$ cat src/rtl/ttu_pkg.sv
`default_nettype none

package ttu_pkg;

    localparam int unsigned TICK_W     = 32;
    localparam int unsigned NOW_W      = 64;
    localparam int unsigned CFG_DATA_W = 32;
    localparam int unsigned CFG_IDX_W  = 2;
    localparam int unsigned SEC_W      = 32;
    localparam int unsigned USEC_W     = 20;

    localparam int unsigned DIV_STEPS  = 64;
    localparam int unsigned CNT_W      = $clog2(DIV_STEPS);

    localparam logic [31:0] FREQ_RESET   = 32'd32772000;
    localparam logic [19:0] USEC_PER_SEC = 20'd1000000;

    localparam logic [CFG_IDX_W-1:0] REG_FREQ_SCALE = 2'd0;
    localparam logic [CFG_IDX_W-1:0] REG_REF_SEC    = 2'd1;
    localparam logic [CFG_IDX_W-1:0] REG_REF_USEC   = 2'd2;

    typedef struct packed {
        logic capture;
        logic set_base;
        logic diff;
        logic mul_a;
        logic load_d;
        logic div_step;
        logic load_us;
        logic add_ref;
        logic finish;
    } ttu_cmd_t;

endpackage

`default_nettype wire

$ cat src/rtl/ttu_ctrl.sv
`default_nettype none

module ttu_ctrl
    import ttu_pkg::*;
(
    input  wire logic     clk,
    input  wire logic     rst_n,
    input  wire logic     start,
    input  wire logic     func,
    output logic          busy,
    output logic          done,
    output ttu_cmd_t      cmd
);

    localparam logic [3:0] S_IDLE  = 4'd0;
    localparam logic [3:0] S_SET   = 4'd1;
    localparam logic [3:0] S_DIFF  = 4'd2;
    localparam logic [3:0] S_MULA  = 4'd3;
    localparam logic [3:0] S_MULB  = 4'd4;
    localparam logic [3:0] S_DIV1  = 4'd5;
    localparam logic [3:0] S_MULUS = 4'd6;
    localparam logic [3:0] S_DIV2  = 4'd7;
    localparam logic [3:0] S_ADD   = 4'd8;
    localparam logic [3:0] S_OUT   = 4'd9;

    localparam logic [CNT_W-1:0] CNT_LAST = CNT_W'(DIV_STEPS - 1);

    logic [3:0]       state_reg;
    logic [3:0]       state_next;
    logic [CNT_W-1:0] cnt_reg;
    logic [CNT_W-1:0] cnt_next;
    logic             done_reg;
    logic             done_next;
    logic             accept;

    assign busy   = (state_reg != S_IDLE);
    assign accept = start && !busy;
    assign done   = done_reg;

    always_comb
    begin
        state_next = state_reg;
        cnt_next   = '0;
        done_next  = 1'b0;
        cmd        = '0;
        case (state_reg)
            S_IDLE:
            begin
                if (accept)
                begin
                    cmd.capture = 1'b1;
                    state_next  = func ? S_DIFF : S_SET;
                end
            end
            S_SET:
            begin
                cmd.set_base = 1'b1;
                state_next   = S_IDLE;
            end
            S_DIFF:
            begin
                cmd.diff   = 1'b1;
                state_next = S_MULA;
            end
            S_MULA:
            begin
                cmd.mul_a  = 1'b1;
                state_next = S_MULB;
            end
            S_MULB:
            begin
                cmd.load_d = 1'b1;
                state_next = S_DIV1;
            end
            S_DIV1, S_DIV2:
            begin
                cmd.div_step = 1'b1;
                cnt_next     = cnt_reg + 1'b1;
                if (cnt_reg == CNT_LAST)
                begin
                    state_next = (state_reg == S_DIV1) ? S_MULUS : S_ADD;
                end
            end
            S_MULUS:
            begin
                cmd.load_us = 1'b1;
                state_next  = S_DIV2;
            end
            S_ADD:
            begin
                cmd.add_ref = 1'b1;
                state_next  = S_OUT;
            end
            S_OUT:
            begin
                cmd.finish = 1'b1;
                done_next  = 1'b1;
                state_next = S_IDLE;
            end
            default:
            begin
                state_next = S_IDLE;
            end
        endcase
    end

    always_ff @(posedge clk or negedge rst_n)
    begin
        if (!rst_n)
        begin
            state_reg <= S_IDLE;
            cnt_reg   <= '0;
            done_reg  <= 1'b0;
        end
        else
        begin
            state_reg <= state_next;
            cnt_reg   <= cnt_next;
            done_reg  <= done_next;
        end
    end

`ifndef ASSERT_OFF
    a_set_path: assert property (@(posedge clk) disable iff (!rst_n)
        accept && !func |=> state_reg == S_SET)
        else $error("set transfer did not go to base update");

    a_div_exit: assert property (@(posedge clk) disable iff (!rst_n)
        state_reg == S_DIV1 && cnt_reg == CNT_LAST |=> state_reg == S_MULUS)
        else $error("first division did not end after last step");

    a_done_single: assert property (@(posedge clk) disable iff (!rst_n)
        done_reg |=> !done_reg && $past(state_reg, 2) == S_OUT)
        else $error("result strobe not a single cycle after output state");
`endif

endmodule

`default_nettype wire

$ cat src/rtl/ttu_dp.sv
`default_nettype none

module ttu_dp
    import ttu_pkg::*;
(
    input  wire logic                  clk,
    input  wire logic                  rst_n,
    input  wire ttu_cmd_t              cmd,
    input  wire logic [TICK_W-1:0]     tick,
    input  wire logic [NOW_W-1:0]      now_ticks,
    input  wire logic                  cfg_we,
    input  wire logic [CFG_IDX_W-1:0]  cfg_index,
    input  wire logic [CFG_DATA_W-1:0] cfg_data,
    output logic [SEC_W-1:0]           seconds,
    output logic [USEC_W-1:0]          microseconds
);

    logic [31:0]       freq_reg;
    logic [31:0]       rsec_reg;
    logic [USEC_W-1:0] rus_reg;
    logic [63:0]       base_reg;

    logic [63:0]       ext_reg,  ext_next;
    logic [63:0]       diff_reg, diff_next;
    logic [63:0]       t_reg,    t_next;
    logic [31:0]       rem_reg,  rem_next;
    logic [63:0]       quo_reg,  quo_next;
    logic [31:0]       secq_reg, secq_next;
    logic [SEC_W-1:0]  ssum_reg, ssum_next;
    logic [USEC_W:0]   usum_reg, usum_next;
    logic [SEC_W-1:0]  sec_reg,  sec_next;
    logic [USEC_W-1:0] us_reg,   us_next;

    logic [31:0] f_eff;
    logic        borrow;
    logic [32:0] trial;
    logic [32:0] trial_sub;
    logic [51:0] us_prod;

    assign f_eff     = (freq_reg == '0) ? 32'd1 : freq_reg;
    assign borrow    = !now_ticks[31] && tick[31];
    assign trial     = {rem_reg, quo_reg[63]};
    assign trial_sub = trial - {1'b0, f_eff};
    assign us_prod   = 52'(rem_reg) * 52'(USEC_PER_SEC);

    always_comb
    begin
        ext_next  = ext_reg;
        diff_next = diff_reg;
        t_next    = t_reg;
        rem_next  = rem_reg;
        quo_next  = quo_reg;
        secq_next = secq_reg;
        ssum_next = ssum_reg;
        usum_next = usum_reg;
        sec_next  = sec_reg;
        us_next   = us_reg;
        if (cmd.capture)
        begin
            ext_next = {now_ticks[63:32] - {31'b0, borrow}, tick};
        end
        if (cmd.diff)
        begin
            diff_next = ext_reg - base_reg;
        end
        if (cmd.mul_a)
        begin
            t_next = (diff_reg << 4) + (diff_reg << 3);
        end
        if (cmd.load_d)
        begin
            quo_next = (diff_reg << 10) - t_reg;
            rem_next = '0;
        end
        if (cmd.div_step)
        begin
            if (!trial_sub[32])
            begin
                rem_next = trial_sub[31:0];
                quo_next = {quo_reg[62:0], 1'b1};
            end
            else
            begin
                rem_next = trial[31:0];
                quo_next = {quo_reg[62:0], 1'b0};
            end
        end
        if (cmd.load_us)
        begin
            secq_next = quo_reg[31:0];
            quo_next  = {12'b0, us_prod};
            rem_next  = '0;
        end
        if (cmd.add_ref)
        begin
            ssum_next = secq_reg + rsec_reg;
            usum_next = {1'b0, quo_reg[USEC_W-1:0]} + {1'b0, rus_reg};
        end
        if (cmd.finish)
        begin
            if (usum_reg >= {1'b0, USEC_PER_SEC})
            begin
                sec_next = ssum_reg + 1'b1;
                us_next  = USEC_W'(usum_reg - {1'b0, USEC_PER_SEC});
            end
            else
            begin
                sec_next = ssum_reg;
                us_next  = usum_reg[USEC_W-1:0];
            end
        end
    end

    always_ff @(posedge clk)
    begin
        ext_reg  <= ext_next;
        diff_reg <= diff_next;
        t_reg    <= t_next;
        rem_reg  <= rem_next;
        quo_reg  <= quo_next;
        secq_reg <= secq_next;
        ssum_reg <= ssum_next;
        usum_reg <= usum_next;
        sec_reg  <= sec_next;
        us_reg   <= us_next;
    end

    always_ff @(posedge clk or negedge rst_n)
    begin
        if (!rst_n)
        begin
            freq_reg <= FREQ_RESET;
            rsec_reg <= '0;
            rus_reg  <= '0;
            base_reg <= '0;
        end
        else
        begin
            if (cfg_we)
            begin
                case (cfg_index)
                    REG_FREQ_SCALE: freq_reg <= cfg_data;
                    REG_REF_SEC:    rsec_reg <= cfg_data;
                    REG_REF_USEC:   rus_reg  <= cfg_data[USEC_W-1:0];
                    default:        ;
                endcase
            end
            if (cmd.set_base)
            begin
                base_reg <= ext_reg;
            end
        end
    end

    assign seconds      = sec_reg;
    assign microseconds = us_reg;

`ifndef ASSERT_OFF
    a_rem_bound: assert property (@(posedge clk) disable iff (!rst_n)
        cmd.div_step |=> rem_reg < f_eff)
        else $error("division remainder not below divisor");
`endif

endmodule

`default_nettype wire

$ cat src/rtl/tick_timestamp_to_unix_time.sv
`default_nettype none

// converts 32-bit timer ticks to unix seconds and microseconds
// command channel: an item transfers at a rising edge with start high and busy low;
//   func 0 extends tick against now_ticks and stores it as the base, no result
//   func 1 converts the extended tick, relative to the base, to unix time
// result channel: seconds and microseconds are valid for the single cycle in which
//   done is high; the receiver cannot stall, so nothing waits on it
// result timing: a convert result shows when done rises, and busy falls in that same
//   cycle, so a new convert is not taken until the last one has finished
// a set item holds busy only for the base update state, then returns to idle
// a convert runs two passes of one shared restoring divider, 64 steps each,
//   one quotient bit per cycle, for seconds and then for microseconds
// configuration: cfg_we writes cfg_data to register cfg_index at once
//   (0 frequency_scale, 1 ref_seconds, 2 ref_microseconds); write only while idle
// reset: frequency_scale returns to 32772000, references and base to zero,
//   the controller to idle with done low

module tick_timestamp_to_unix_time
    import ttu_pkg::*;
(
    input  wire logic                  clk,
    input  wire logic                  rst_n,
    input  wire logic                  start,
    output logic                       busy,
    input  wire logic                  func,
    input  wire logic [TICK_W-1:0]     tick,
    input  wire logic [NOW_W-1:0]      now_ticks,
    output logic                       done,
    output logic [SEC_W-1:0]           seconds,
    output logic [USEC_W-1:0]          microseconds,
    input  wire logic                  cfg_we,
    input  wire logic [CFG_IDX_W-1:0]  cfg_index,
    input  wire logic [CFG_DATA_W-1:0] cfg_data
);

    ttu_cmd_t cmd;

    ttu_ctrl u_ctrl (
        .clk   (clk),
        .rst_n (rst_n),
        .start (start),
        .func  (func),
        .busy  (busy),
        .done  (done),
        .cmd   (cmd)
    );

    ttu_dp u_dp (
        .clk          (clk),
        .rst_n        (rst_n),
        .cmd          (cmd),
        .tick         (tick),
        .now_ticks    (now_ticks),
        .cfg_we       (cfg_we),
        .cfg_index    (cfg_index),
        .cfg_data     (cfg_data),
        .seconds      (seconds),
        .microseconds (microseconds)
    );

endmodule

`default_nettype wire

$ cat config.mk
export PLATFORM = sky130hd
export DESIGN_NAME = tick_timestamp_to_unix_time
export DESIGN_NICKNAME = d
export VERILOG_FILES = /design/src/rtl/ttu_pkg.sv /design/src/rtl/ttu_ctrl.sv /design/src/rtl/ttu_dp.sv /design/src/rtl/tick_timestamp_to_unix_time.sv
export SDC_FILE = /design/constraint.sdc
export NUM_CORES = 2
export LEC_CHECK = 0
export BUFFER_PORTS_ARGS = -buffer_cell sky130_fd_sc_hd__buf_2
export CAP_MARGIN = 20
export CORE_MARGIN = 5
export CORE_UTILIZATION = 30
export CTS_CLUSTER_SIZE = 20
export DETAILED_ROUTE_END_ITERATION = 6
export PLACE_DENSITY = 0.52
export SYNTH_ARGS = -nofsm -noshare
export SYNTH_HDL_FRONTEND = slang
export SYNTH_SLANG_ARGS = --single-unit
$ cat constraint.sdc
create_clock -name clk -period 6.75 [get_ports clk]
set_input_delay 0.3375 -clock clk [delete_from_list [all_inputs] [get_ports clk]]
set_output_delay 0.3375 -clock clk [all_outputs]
set_load 0.01 [all_outputs]
==> out/qor.txt <==
Reg area: 15900 sq um
first-pass GRT wire length: 170000 um
Final Cycle Share: 95.1%
vias in the first global route: 31263
clk slew on worst S/H paths: 60 ps
# H-tree levels: 3
Synth Net Count: 4979
average size of a mapped cell: 9.82 sq um
Synth Instances: 4289
post-layout net count: 5235
Yosys reg bits: 572
fillers: 14305
initial antenna violation count: 1
# setup viols final: 0
CP Capture Type: register
largest net degree at the start of global routing: 94
synth top area cells: edfxtp_1, ha_1, dfrtp_1
Placement Setup Slack: 206 ps
internal power: 13900 uW
clock buffer depth: 3
Yosys cell types: 87
GRT overflow: 0
Largest register FFs: 64
Initial Util: 30.2%
CP Class: reg2reg
Vias/cell: 4.82
row count: 137
logic gate share of total power: 59.4%
FF-to-FF Start: u_dp.rem_reg[1]
total iterations of the first detailed-routing run: 5
switch share: 45.0%
Yosys top cell area share: 26.1%
Setup TNS: 0 ps
clock share of power: 16.0%
outcome: completed
WL per Instance: 16.5 um
Worst setup SP type: register
worst skew pair latency: 660 ps
CORE AREA: 140000 sq um
Seq pwr share: 24.6%
Fin. Hold Viols: 0
Num CTS Buffers: 74
top cell type by total area after synthesis: edfxtp_1
Die Ht: 385 um
Post-synth ARST share: 27.3%
Worst Tran Pin Value: 990 ps
I/O Buffers: 154
diode count: 0
most frequent cell after synthesis: inv_1
Final GP Congestion: 0.895
EDFF count, synth: 366
VDD IR max: 0.218 mV
Initial DRC Count: 1377
sequential area share after synthesis: 37.8%
DIE AREA: 148000 sq um
Routed Antenna Nets: 0
max-slew violation count: 0
CTS tree: done
total number of vias: 31250
die extent in x: 385 um
Switch Pwr: 11400 uW
fin crit period: 6420 ps
RSZ-0062 raised after global routing: no
I/O Pins: 189
max_cap viols: 0
Critical Path RT: 7160 ps
Slew headroom: 34.0%
clk_skew: 13.6 ps
top_reg_cell synth: edfxtp_1
root buf cell: clkbuf_16
Detail Placement HPWL: 85400 um
hold_sp: func
CP startpoint: u_dp.rem_reg[1]
top cells by count, synth: inv_1, ha_1, edfxtp_1
Area growth syn-to-layout: 15.9%
share of layout cells above drive strength 1: 10.1%
critical path peak fanout: 6
Cell Area, Synth: 42100 sq um
CP arrival: 6830 ps
DRC Markers: 0
P per Cell Area: 519 nW/um^2
total track usage: 14.3%
final wirelength: 107000 um
Num Clock Sinks: 572
multi-input combinational cell area: 24100 sq um
Syn. warnings: 0
fin worst setup slack: 331 ps
fmax: 156 MHz
Worst Hold Class: in2reg
Pleak: 0.0216 uW
## layout by cell type, fill, tap and decap left out, types with 41 or more instances in the layout
cell and instances:
a211oi_1 44, a21o_1 174, a21oi_1 324, and3_1 43, buf_2 153, buf_4 75, clkbuf_16 76, dfrtp_1 144
dfxtp_1 50, dlygate4sd3_1 93, edfxtp_1 366, fa_1 140, ha_1 415, inv_1 431, mux2_2 56, nand2_1 329
nand3_1 80, nand4_1 54, nor2_1 225, nor2b_1 46, nor3_1 57, o21ai_0 274, o21bai_1 41, xnor2_1 203
xor2_1 141
## worst max-delay path, cell delays in order (launching register included)
cell      delay (ps)
dfxtp_1          380
buf_4            180
fa_1             450
fa_1             500
fa_1             580
fa_1             430
ha_1             300
inv_1             50
fa_1             510
inv_1             40
ha_1             370
and4_1           230
or3b_2           470
a21o_1           210
a21oi_2          190
o211ai_1         190
o31a_1           370
o21bai_1         130
buf_4            140
a211oi_1          80
a311o_1          360
## routing by layer
layer | global-route usage (%) | vias up | share of wire (%)
met1 | 19.4 | 14766 | 48
met5 | 0 | - | 0
li1 | - | 15882 | -
met3 | 2.09 | 129 | 3.4
met4 | 3.84 | 0 | 2.6
met2 | 23.9 | 473 | 46
## path summary, 6_finish.rpt
kind                                   endpoint  slack (ps)  cells after the start
max                            u_dp.quo_reg[50]         330                     20
min in group asynchronous     u_dp.base_reg[53]         330                      2
max in group asynchronous     u_dp.rsec_reg[24]        4890                      3
max reg2reg                    u_dp.quo_reg[50]         330                     20
min                         u_ctrl.state_reg[0]          80                      3
min reg2reg                u_dp.microseconds[2]         450                      0
## cells by family (layout without fill, tap and decap cells)
kind of cell / after synthesis / count (layout) / synth area share, %
AOI/OAI and AO/OA: 1158 / 1158 / 17.4
xor gates and xnor gates: 345 / 345 / 7.18
and+or+nand+nor: 997 / 997 / 11.3
adders and majority gates: 555 / 555 / 19.0
buffers and inverters: 577 / 893 / 5.16
DFF: 572 / 572 / 37.8
muxes: 85 / 85 / 2.19
## layout make-up
cell class                 instances  area share [%]
multi-input combinational       3140            49.4
sequential                       572            32.6
tap                             1876            4.81
timing repair buffer             323            4.68
clock buffer                      98            4.25
inverter                         434            3.35
clock inverter                    38           0.897
## what timing repair did
action,in CTS,in global routing
hold buffers,93,0
resized for setup,0,9
endpoints found under the hold margin,229,0
setup endpoints to repair,0,4
setup buffers,0,2
## through the flow
step | utilization, % | total power [uW] | cell area [sq um] | std cells | hold WS, ps
global placement | 32.5 | 21200 | 45300 | 6249 | 437
CTS | 34.9 | 25500 | 48700 | 6478 | 29.5
detailed placement | 32.5 | 21200 | 45300 | 6249 | 435
finish | 35.0 | 25300 | 48800 | 6481 | 82.8
global route | 35.0 | 27700 | 48800 | 6481 | 54.4
floorplan | - | 17100 | 42100 | 4289 | 41.9
## power groups by stage
stage          Clock, uW  Sequential [uW]  Combinational [uW]
5_1_grt             4330             6340               17000
6_report            4040             6230               15000
3_3_place_gp           0             6290               14900
4_1_cts             4180             6240               15100
3_5_place_dp           0             6300               14900
2_1_floorplan          0             5950               11100
(Power assumes the default switching activity.)
